==> config.mk <==
export PLATFORM = sky130hd
export DESIGN_NAME = temp_alarm_panel_controller
export DESIGN_NICKNAME = d
export VERILOG_FILES = /design/src/tapc_pkg.sv /design/src/temp_alarm_panel_controller.sv /design/src/tapc_cfg_regs.sv /design/src/tapc_core.sv
export SDC_FILE = /design/constraint.sdc
export NUM_CORES = 1
export LEC_CHECK = 0
export ABC_AREA = 1
export BUFFER_PORTS_ARGS = -buffer_cell sky130_fd_sc_hd__buf_2
export CAP_MARGIN = 10
export CORE_ASPECT_RATIO = 1.2
export CORE_UTILIZATION = 27
export CTS_BUF_LIST = sky130_fd_sc_hd__clkbuf_2
export DETAILED_ROUTE_END_ITERATION = 8
export PLACE_DENSITY_LB_ADDON = 0.08
export SLEW_MARGIN = 20
export SYNTH_ARGS = -nofsm -noshare
export SYNTH_HDL_FRONTEND = slang
export SYNTH_SLANG_ARGS = --single-unit
==> constraint.sdc <==
create_clock -name i_clk -period 5.55 [get_ports i_clk]
set_input_delay 1.3875 -clock i_clk [delete_from_list [all_inputs] [get_ports i_clk]]
set_output_delay 1.3875 -clock i_clk [all_outputs]
set_load 0.05 [all_outputs]
==> src/tapc_pkg.sv <==
// Package with the word types, register map and constants of the alarm panel.
`default_nettype none

package tapc_pkg;

    // Width of the internal millisecond time base.
    localparam int TIME_BITS = 32;
    localparam int NOW_BITS  = 32;

    typedef logic [TIME_BITS-1:0] t_time;

    // Configuration register map.
    localparam int CFG_IDX_W  = 3;
    localparam int CFG_DATA_W = 14;

    typedef enum logic [CFG_IDX_W-1:0] {
        CFG_DEBOUNCE_MS    = 3'd0,
        CFG_BLINK_HALF_MS  = 3'd1,
        CFG_THRESHOLD_MIN  = 3'd2,
        CFG_THRESHOLD_MAX  = 3'd3,
        CFG_THRESHOLD_STEP = 3'd4
    } t_cfg_idx;

    // Input word opcodes.
    typedef enum logic [1:0] {
        OP_SAMPLE  = 2'd0,
        OP_BUTTON  = 2'd1,
        OP_REFRESH = 2'd2
    } t_opcode;

    // Button identifiers.
    localparam logic BTN_INC = 1'b0;

    // Active-low segment patterns, bit0 is segment A.
    localparam logic [6:0] SEG_BLANK = 7'h7F;
    localparam logic [6:0] SEG_F     = 7'h0E;
    localparam logic [6:0] SEG_D     = 7'h21;
    localparam logic [6:0] SEG_7     = 7'h78;
    localparam logic [6:0] SEG_3     = 7'h30;
    localparam logic [6:0] SEG_0     = 7'h40;

    // Upper bounds of threshold minus temperature for each digit.
    localparam logic signed [9:0] DIFF_D_MAX = 10'sd2;
    localparam logic signed [9:0] DIFF_7_MAX = 10'sd10;
    localparam logic signed [9:0] DIFF_3_MAX = 10'sd15;
    localparam logic signed [9:0] DIFF_0_MAX = 10'sd20;

    // Threshold saturation ceiling.
    localparam logic [6:0] THR_CEIL = 7'd127;

    // Reset values of the panel state.
    localparam logic [6:0]        THR_RESET  = 7'd25;
    localparam logic signed [7:0] TEMP_RESET = 8'sd20;

    // Reset values of the configuration registers.
    localparam logic [9:0]  DEBOUNCE_RESET   = 10'd50;
    localparam logic [13:0] BLINK_RESET      = 14'd500;
    localparam logic [6:0]  THR_MIN_RESET    = 7'd10;
    localparam logic [6:0]  THR_MAX_RESET    = 7'd50;
    localparam logic [4:0]  THR_STEP_RESET   = 5'd5;

    typedef struct packed {
        logic [1:0]          opcode;
        logic signed [7:0]   temp_c;
        logic                button_id;
        logic                button_level;
        logic [NOW_BITS-1:0] now_ms;
    } t_in_word;

    typedef struct packed {
        logic [6:0]        segments_n;
        logic              alarm_on;
        logic [6:0]        alarm_threshold;
        logic signed [7:0] current_temp;
    } t_out_word;

    typedef struct packed {
        logic [9:0]  debounce_ms;
        logic [13:0] blink_half_ms;
        logic [6:0]  threshold_min;
        logic [6:0]  threshold_max;
        logic [4:0]  threshold_step;
    } t_cfg;

endpackage

`default_nettype wire

==> src/temp_alarm_panel_controller.sv <==
// Top level of the temperature alarm panel: input register, core and result register.
// Words pass from the input register through the core to the result register.
// Throughput: one word per cycle unless the result side stalls; every input word
// gives exactly one result word. The rate is set by the combinational core logic.
// Reset is synchronous and active low; it clears both valid flags and the panel state.
// Configuration writes are always ready and take effect on the next cycle.
`default_nettype none

module temp_alarm_panel_controller
    import tapc_pkg::*;
(
    input  wire logic                  i_clk,
    input  wire logic                  i_rst_n,
    input  wire logic                  i_valid,
    output logic                       o_stall,
    input  wire t_in_word              i_data,
    output logic                       o_valid,
    input  wire logic                  i_stall,
    output t_out_word                  o_data,
    input  wire logic                  i_cfg_valid,
    output logic                       o_cfg_ready,
    input  wire logic [CFG_IDX_W-1:0]  i_cfg_index,
    input  wire logic [CFG_DATA_W-1:0] i_cfg_data
);

    t_cfg      cfg;
    t_in_word  r_in;
    logic      r_in_vld;
    t_out_word r_out;
    logic      r_out_vld;
    t_out_word result;
    logic      adv;
    logic      accept;

    assign o_cfg_ready = 1'b1;

    tapc_cfg_regs u_cfg (
        .i_clk       (i_clk),
        .i_rst_n     (i_rst_n),
        .i_cfg_valid (i_cfg_valid),
        .i_cfg_index (i_cfg_index),
        .i_cfg_data  (i_cfg_data),
        .o_cfg       (cfg)
    );

    // A word moves on when the result register is empty or being taken.
    assign adv     = r_in_vld && (!r_out_vld || !i_stall);
    assign o_stall = r_in_vld && !adv;
    assign accept  = i_valid && !o_stall;

    tapc_core u_core (
        .i_clk    (i_clk),
        .i_rst_n  (i_rst_n),
        .i_adv    (adv),
        .i_item   (r_in),
        .i_cfg    (cfg),
        .o_result (result)
    );

    // Input register.
    always_ff @(posedge i_clk) begin
        if (!i_rst_n) begin
            r_in_vld <= 1'b0;
        end else if (accept) begin
            r_in_vld <= 1'b1;
        end else if (adv) begin
            r_in_vld <= 1'b0;
        end
    end

    always_ff @(posedge i_clk) begin
        if (accept) begin
            r_in <= i_data;
        end
    end

    // Result register.
    always_ff @(posedge i_clk) begin
        if (!i_rst_n) begin
            r_out_vld <= 1'b0;
        end else if (adv) begin
            r_out_vld <= 1'b1;
        end else if (!i_stall) begin
            r_out_vld <= 1'b0;
        end
    end

    always_ff @(posedge i_clk) begin
        if (adv) begin
            r_out <= result;
        end
    end

    assign o_valid = r_out_vld;
    assign o_data  = r_out;

endmodule

`default_nettype wire

==> src/tapc_cfg_regs.sv <==
// Configuration register file of the alarm panel.
`default_nettype none

module tapc_cfg_regs
    import tapc_pkg::*;
(
    input  wire logic                  i_clk,
    input  wire logic                  i_rst_n,
    input  wire logic                  i_cfg_valid,
    input  wire logic [CFG_IDX_W-1:0]  i_cfg_index,
    input  wire logic [CFG_DATA_W-1:0] i_cfg_data,
    output t_cfg                       o_cfg
);

    t_cfg r_cfg;

    // Register writes; indexes past the map are ignored.
    always_ff @(posedge i_clk) begin
        if (!i_rst_n) begin
            r_cfg.debounce_ms    <= DEBOUNCE_RESET;
            r_cfg.blink_half_ms  <= BLINK_RESET;
            r_cfg.threshold_min  <= THR_MIN_RESET;
            r_cfg.threshold_max  <= THR_MAX_RESET;
            r_cfg.threshold_step <= THR_STEP_RESET;
        end else if (i_cfg_valid) begin
            case (i_cfg_index)
                CFG_DEBOUNCE_MS:    r_cfg.debounce_ms    <= i_cfg_data[9:0];
                CFG_BLINK_HALF_MS:  r_cfg.blink_half_ms  <= i_cfg_data[13:0];
                CFG_THRESHOLD_MIN:  r_cfg.threshold_min  <= i_cfg_data[6:0];
                CFG_THRESHOLD_MAX:  r_cfg.threshold_max  <= i_cfg_data[6:0];
                CFG_THRESHOLD_STEP: r_cfg.threshold_step <= i_cfg_data[4:0];
                default: ;
            endcase
        end
    end

    assign o_cfg = r_cfg;

endmodule

`default_nettype wire

==> src/tapc_core.sv <==
// Panel state and the single-pass update logic for one input word.
`default_nettype none

module tapc_core
    import tapc_pkg::*;
(
    input  wire logic     i_clk,
    input  wire logic     i_rst_n,
    input  wire logic     i_adv,
    input  wire t_in_word i_item,
    input  wire t_cfg     i_cfg,
    output t_out_word     o_result
);

    logic [6:0]        r_thr;
    logic signed [7:0] r_temp;
    logic              r_alarm;
    logic              r_lvl [2];
    t_time             r_press [2];
    logic              r_vis;
    t_time             r_blink_t;
    logic [6:0]        r_seg;

    logic [6:0]        n_thr;
    logic signed [7:0] n_temp;
    logic              n_alarm;
    logic              n_lvl;
    t_time             n_press;
    logic              n_vis;
    t_time             n_blink_t;
    logic [6:0]        n_seg;

    t_time             now;
    logic              btn;
    logic [7:0]        thr_sum;
    logic [6:0]        thr_inc;
    logic [6:0]        thr_dec;
    t_time             press_elapsed;
    logic              falling;
    logic              press_ok;
    logic signed [9:0] diff;
    logic [6:0]        pattern;
    t_time             blink_elapsed;
    logic              blink_toggle;

    // Time base, button edge and debounce check.
    always_comb begin
        now           = t_time'(i_item.now_ms);
        btn           = i_item.button_id;
        press_elapsed = now - r_press[btn];
        falling       = !i_item.button_level && r_lvl[btn];
        press_ok      = falling && (press_elapsed >= t_time'(i_cfg.debounce_ms));
    end

    // Saturating threshold moves.
    always_comb begin
        thr_sum = {1'b0, r_thr} + {3'b000, i_cfg.threshold_step};
        thr_inc = (thr_sum > {1'b0, THR_CEIL}) ? THR_CEIL : thr_sum[6:0];
        thr_dec = (r_thr > {2'b00, i_cfg.threshold_step}) ?
                  (r_thr - {2'b00, i_cfg.threshold_step}) : 7'd0;
    end

    // Digit choice from the margin between threshold and temperature.
    always_comb begin
        diff = $signed({3'b000, r_thr}) - $signed({{2{r_temp[7]}}, r_temp});
        if (r_alarm) begin
            pattern = SEG_F;
        end else if (diff <= DIFF_D_MAX) begin
            pattern = SEG_D;
        end else if (diff <= DIFF_7_MAX) begin
            pattern = SEG_7;
        end else if (diff <= DIFF_3_MAX) begin
            pattern = SEG_3;
        end else if (diff <= DIFF_0_MAX) begin
            pattern = SEG_0;
        end else begin
            pattern = SEG_BLANK;
        end
        blink_elapsed = now - r_blink_t;
        blink_toggle  = r_alarm && (blink_elapsed > t_time'(i_cfg.blink_half_ms));
    end

    // Next state for the word in the input register.
    always_comb begin
        n_thr     = r_thr;
        n_temp    = r_temp;
        n_alarm   = r_alarm;
        n_lvl     = r_lvl[btn];
        n_press   = r_press[btn];
        n_vis     = r_vis;
        n_blink_t = r_blink_t;
        n_seg     = r_seg;
        case (i_item.opcode)
            OP_SAMPLE: begin
                n_temp  = i_item.temp_c;
                n_alarm = $signed({i_item.temp_c[7], i_item.temp_c}) >=
                          $signed({2'b00, r_thr});
            end
            OP_BUTTON: begin
                n_lvl = i_item.button_level;
                if (press_ok) begin
                    n_press = now;
                    if (btn == BTN_INC) begin
                        if (r_thr < i_cfg.threshold_max) begin
                            n_thr = thr_inc;
                        end
                    end else begin
                        if (r_thr > i_cfg.threshold_min) begin
                            n_thr = thr_dec;
                        end
                    end
                end
            end
            OP_REFRESH: begin
                if (!r_alarm) begin
                    n_vis = 1'b1;
                end else if (blink_toggle) begin
                    n_vis     = !r_vis;
                    n_blink_t = now;
                end
                n_seg = n_vis ? pattern : SEG_BLANK;
            end
            default: ;
        endcase
    end

    // State registers, updated when the word moves to the result register.
    always_ff @(posedge i_clk) begin
        if (!i_rst_n) begin
            r_thr      <= THR_RESET;
            r_temp     <= TEMP_RESET;
            r_alarm    <= 1'b0;
            r_lvl[0]   <= 1'b1;
            r_lvl[1]   <= 1'b1;
            r_press[0] <= '0;
            r_press[1] <= '0;
            r_vis      <= 1'b1;
            r_blink_t  <= '0;
            r_seg      <= SEG_BLANK;
        end else if (i_adv) begin
            r_thr        <= n_thr;
            r_temp       <= n_temp;
            r_alarm      <= n_alarm;
            r_lvl[btn]   <= n_lvl;
            r_press[btn] <= n_press;
            r_vis        <= n_vis;
            r_blink_t    <= n_blink_t;
            r_seg        <= n_seg;
        end
    end

    // Result word reflects the state after this word.
    always_comb begin
        o_result.segments_n      = n_seg;
        o_result.alarm_on        = n_alarm;
        o_result.alarm_threshold = n_thr;
        o_result.current_temp    = n_temp;
    end

endmodule

`default_nettype wire

[Word-level counts from Yosys, hierarchy flattened]
Memories as Yosys holds them, arrays and structs flattened. A register that Yosys moved wholly into a read port is not among the register bits.
Cells that the tools add are included.
Word-level totals
  word-level logic and storage cells: 110
  memories: 2
  RAM bits: 66
  output and inout bits: 26
  bits in registers: 168
  bits of input ports: 66
Cells by class
  multiplexer cells: 38
  equal/unequal tests: 7
  order comparisons: 11
  add/subtract/negate cells: 5
  reductions and logical operators: 25
Memory list
  u_core.r_press: depth 2, width 32, rd ports 1, clocked after memory_dff 1, write ports 2, line tapc_core.sv:19  | t_time r_press [2];
  u_core.r_lvl: depth 2, width 1, rd ports 1, clocked after memory_dff 1, write ports 2, line tapc_core.sv:18  | logic r_lvl [2];
Operators with widths (count)
  32-bit two-way mux: 3
  7-bit two-way mux: 13
  32-bit subtractor: 2
  32-bit by 10-bit >= comparator with 1-bit output: 1
  32-bit by 14-bit greater-than comparator with 1-bit output: 1
  32-bit OR reduction: 1
  10-bit by 5-bit less-or-equal comparator with 1-bit output, second input constant: 2
  1-bit two-way mux: 20
  2-bit AND reduction: 6
  10-bit by 3-bit less-or-equal comparator with 1-bit output, second input constant: 1
  10-bit by 6-bit less-or-equal comparator with 1-bit output, second input constant: 1
  8-bit by 8-bit subtractor with 9-bit output: 1
  7-bit by 5-bit adder with 8-bit output: 1
  8-bit >= comparator: 1
  8-bit by 7-bit greater-than comparator with 1-bit output, second input constant: 1
  8-bit two-way mux: 1
  7-bit by 5-bit greater-than comparator with 1-bit output: 1
  7-bit greater-than comparator: 1
  7-bit less-than comparator: 1
  7-bit by 5-bit subtractor with 7-bit output: 1
  3-bit by 2-bit == test with 1-bit output, second input constant: 2
  1-bit logical AND: 6
  1-bit logical NOT: 6
  6-bit two-way mux: 1
  11 further kinds: 11

[Depth between registers and ports, before layout]
  depth in word-level cells: 9
  depth in mapped cells: 31
  gate-level depth less buffers: 30

[Hierarchy]
From an unflattened synthesis, not the netlist that was laid out.
Second synthesis, totals
  cell total of the unflattened synthesis: 2304
  area total of the unflattened synthesis: 16200.5 µm²
By module, submodules not included
  tapc_core: cells an instance 1974, times used 1, sequential area each 3103.0 µm², area an instance 12335.6 µm²
  temp_alarm_panel_controller: cells an instance 82, times used 1, sequential area each 2052.0 µm², area an instance 2118.3 µm²
  tapc_cfg_regs: cells an instance 248, times used 1, sequential area each 860.8 µm², area an instance 1746.7 µm²

[Worst setup path before layout]
No wires, ideal clock.
  kind: register to register
  start: register with a tool-made name
  end: memory u_core.r_press[0][24] in the netlist's numbering, data pin
  stages on the path, launching flop included: 31
  setup time: 0.266 ns
  arrival: 4.036 ns
  data required time: 5.284 ns
  clock period less this slack: 4.302 ns
  path buffers: 3
  slack: 1.248 ns
  path through: dfxtp_1 > clkbuf_1 > clkbuf_1 > o21ai_0 > inv_1 > ha_1 > inv_1 > fa_1 > nand3_1 > nand3_1 > nand2_1 > nand2_1 > xor2_1 > ha_1 > nand2_1 > inv_1 > nand2_1 > nand2_1 > a21oi_1 > nand3_1 > nand2_1 > nand3_1 > nor2_1 > nand3_1 > nor2_1 > nand4_1 > o21ai_2 > buf_2 > nand2_1 > o21ai_1 > nor2_1
RTL lines (line)
  end: declaration: tapc_core.sv:19

[Worst setup path after layout]
  start: register r_in[0] in the netlist's numbering
  end: register u_core.r_blink_t[30]
Between the ends
  longest elaborated chain between the ends: 4
RTL lines
  start: declaration: line temp_alarm_panel_controller.sv:27  | t_in_word r_in;
  start signal: assignment: line temp_alarm_panel_controller.sv:73  | r_in <= i_data;
  32-bit subtractor: line tapc_core.sv:79  | blink_elapsed = now - r_blink_t;
  32-bit by 14-bit greater-than comparator with 1-bit output: line tapc_core.sv:80  | blink_toggle = r_alarm && (blink_elapsed > t_time'(i_cfg.blink_half_ms));
  1-bit logical AND: line tapc_core.sv:80
  4-bit AND reduction (no line)
  end signal: assignment: line tapc_core.sv:147  | r_blink_t <= n_blink_t;
  end: declaration: line tapc_core.sv:21  | t_time r_blink_t;
No other way between the ends.
A chain may end at the register's enable or synchronous reset.

==> reports/metrics.cfg <==
[pwr]
p_leak_uw = 0.00862
powerDensity_nw_per_um2 = 261
power_frac_comb_pct = 26.0
clkPwrFrac_pct = 30.7
power_uw = 4610
irDropWorstVdd_v = 0.000128
power.internal_uw = 2930
swShare_pct = 36.5
p_seq_share_pct = 43.3
switchingPower_uw = 1680

[synthesis]
synthCells = 2172
yosysUniqueCellTypes = 35
yosysWarnings = 0
yosysTopAreaCellShare_pct = 25.4
synth_ff_type = edfxtp_1
synth_edf_count = 133
synth.most_common_cell = nand2_1
ys_seq_area_share_pct = 38.4
synth_top_cells_by_area = edfxtp_1 25%, nand2_1 14%, dfxtp_1 13%
synthesis.area_sq_um = 15700
ys_seq_elements = 235
syn-num-nets = 2366
async_reset_ff_share_pct = 0
yosysTopAreaCell = edfxtp_1
netlist_top_cells_count = 572 x nand2_1, 353 x inv_1, 215 x nor2_1, 170 x a21oi_1, 133 x edfxtp_1
postSynthAreaPerCell_sq_um = 7.23

[routing]
avgRoutedWirePerCell_microns = 16.3
via_per_inst = 4.59
drc = 0
wl_microns = 50500
vias = 14200
drt-pass1-iter-count = 5
drtIter0Drc = 689
ant_nets = 0

[placed_design]
dpl.cell_count = 2964
port_buffers = 90
dpl_cell_area_sq_um = 17000
gp_congestion = 0.857
hpwl_microns = 39300

[sta]
clock_skew_ns = 0.0877
hold_viol = 0
tightest_slew_ns = 0.958
maxSlewHeadroom_pct = 36.0
rsz0062_at_grt = no
min_period_over_period_pct = 88.5
fmax_mhz = 204
fin_crit_ns = 4.91
finalSetupTns_ns = 0
setup_viol = 0
maxSlewViolCount = 0

[clock_tree]
clockRootBuffer = clkbuf_2
cts_setup_buffers = 0
tritoncts = built
path_clk_slew_ns = 0.09
ctsResizeCount = 0
clk_path_buf_depth = 3
hold_buffers = 0
cts_made_buffers = 71
htree_num_levels = 3
clk_latency_ns = 1.01
cts.sinks = 235

[critical_path]
cpMaxStageDelayCell = buf_4
critPathArrivalTime_ns = 5.80
worstSetupPathType = reg -> reg
crit_buf_inv = 4
r2r_cells = 27
endpoint_kind = flip-flop
cp_slowest_stage_delay_ns = 0.45
cp-start-kind = flip-flop
crit_family = simple AND/OR/NAND/NOR gates
worst_r2r_endpoint = u_core.r_blink_t[30]
cp_data_required_time_ns = 6.43
timing.rr.start = r_in[0]
critPathMaxFanout = 52
rrSetupSlack_ns = 0.64
cp_common_cell = nand2_1

[grt]
grt_pass1_vias = 14000
grt_max_degree = 87
grt_pass1_wl_microns = 78800
grt_overflow = 0
antenna_found_initial = 3
grt.total_usage_pct = 17.3

[die]
start_util_pct = 27.4
num_io_pins = 92
die_x_microns = 222
die_y_microns = 266
core-area_sq_um = 57300
die-area_sq_um = 59100
row_count = 96

[finish]
area_delta_synth_final_pct = 12.7
utilization_pct = 30.9
final_cell_count_no_fill = 3088
nNetsFinal = 2496
post_route_cells_drive_above_1_share_pct = 9.95
fin_area_sq_um = 17700

[hold_path]
hold_end = u_core.r_blink_t[14]
min_delay_path_depth = 2
min_from = u_core.r_blink_t[14]
hold_path.class = reg -> reg

[status]
status = finished clean

[job]
max_cap_violations = 0

[routing by layer]
layer  track usage (%)  routed length [microns]  up-vias
li1                  -                        -     7358
met1              20.7                    22400     6422
met2              30.2                    24200      285
met3              3.19                     2110       92
met4              7.43                     1670        4
met5                 0                       26        -
[how the worst max path moves through the flow]
stage               from                     to  slack, ns  depth (start not counted)
5_1_grt          r_in[0]    u_core.r_blink_t[8]       0.07                         27
4_1_cts          r_in[0]   u_core.r_blink_t[30]       0.46                         26
2_1_floorplan  flip-flop  u_core.r_press[0][24]       1.25                         30
6_report         r_in[0]   u_core.r_blink_t[30]       0.64                         27
3_5_place_dp     r_in[0]   u_core.r_blink_t[30]       0.53                         26
3_3_place_gp     r_in[0]   u_core.r_blink_t[28]       0.55                         27
[stage by stage]
step | setup WS (ns) | hold WS [ns]
2_1_floorplan | 1.25 | 0.433
3_3_place_gp | 0.550 | 0.442
3_5_place_dp | 0.533 | 0.452
4_1_cts | 0.465 | 0.374
5_1_grt | 0.0702 | 0.423
6_report | 0.638 | 0.459
[placed cells by master, fill, tap and decap left out, types with 4 or more instances in the layout]
| master | count |
|---|---|
| o21bai_1 | 7 |
| xnor2_1 | 4 |
| o211ai_1 | 19 |
| clkbuf_2 | 106 |
| clkinv_1 | 12 |
| o21ai_1 | 34 |
| dfxtp_1 | 101 |
| xor2_1 | 30 |
| nand4_1 | 20 |
| buf_4 | 12 |
| or2_2 | 10 |
| nor2_1 | 214 |
| o21ai_0 | 130 |
| nor3_1 | 19 |
| inv_1 | 352 |
| ha_1 | 123 |
| edfxtp_1 | 133 |
| nand2_1 | 571 |
| buf_2 | 90 |
| fa_1 | 5 |
| nand3b_1 | 10 |
| a21oi_1 | 169 |
| mux2i_1 | 31 |
| and2_1 | 5 |
| a31oi_1 | 5 |
| nand3_1 | 111 |
[flip-flops by register name, indices dropped and copies added, names as in the netlist, named ones only]
signal and cells:
r_in 44, u_cfg.o_cfg 43, o_valid 1, u_core.r_blink_t 32, u_core.r_alarm 1, u_core.r_seg 7
o_data 23, r_in_vld 1, u_core.r_thr 7, u_core.r_vis 1, u_core.r_temp 8, u_core.r_press 64
u_core.r_lvl 2
[power groups by stage]
stage	logic [uW]	clock network, uW	registers [uW]
3_5_place_dp	1210	0	2040
2_1_floorplan	842	0	2040
6_report	1200	1420	2000
3_3_place_gp	1200	0	2040
5_1_grt	1380	1600	2010
4_1_cts	1210	1510	2000
[area by class of cell]
type / count / area (sq um)
Sequential cell: 235 / 6040
Antenna cell: 1 / 2.50
Tap cell: 735 / 920
Multi-Input combinational cell: 1534 / 8170
Inverter: 356 / 1340
Clock inverter: 17 / 128
Fill cell: 6349 / 39600
Timing Repair Buffer: 104 / 581
Clock buffer: 106 / 531
[worst reg2reg max path, cell delays in order, from the launching register on]
cell	delay, ns
edfxtp_1	0.41
inv_1	0.13
ha_1	0.26
fa_1	0.41
inv_1	0.15
nand2_1	0.07
nand2_1	0.09
nand3_1	0.08
nand2_1	0.20
nand2_1	0.08
nand2_1	0.15
xor2_1	0.12
ha_1	0.28
nand2_1	0.04
inv_1	0.06
nand2_1	0.05
nor2_1	0.14
nand4_1	0.13
nand2_1	0.11
nand3_1	0.08
nor2_1	0.09
nand2_1	0.06
nor2_1	0.41
nand2_1	0.18
nand2_2	0.26
buf_4	0.46
o21ai_0	0.17
a21oi_1	0.16
[kinds of logic after synthesis]
family	after synthesis	synth area share [%]
buffers and inverters	403	9.71
multiplexers	31	1.98
adder cells (fa/ha/maj)	128	10.4
flip-flops	235	38.4
AND/OR/NAND/NOR	964	24.9
AO/OA/AOI/OAI	376	12.6
XOR/XNOR	34	1.90
other	1	0.0239
No activity file was read; power rests on OpenSTA's default activity.
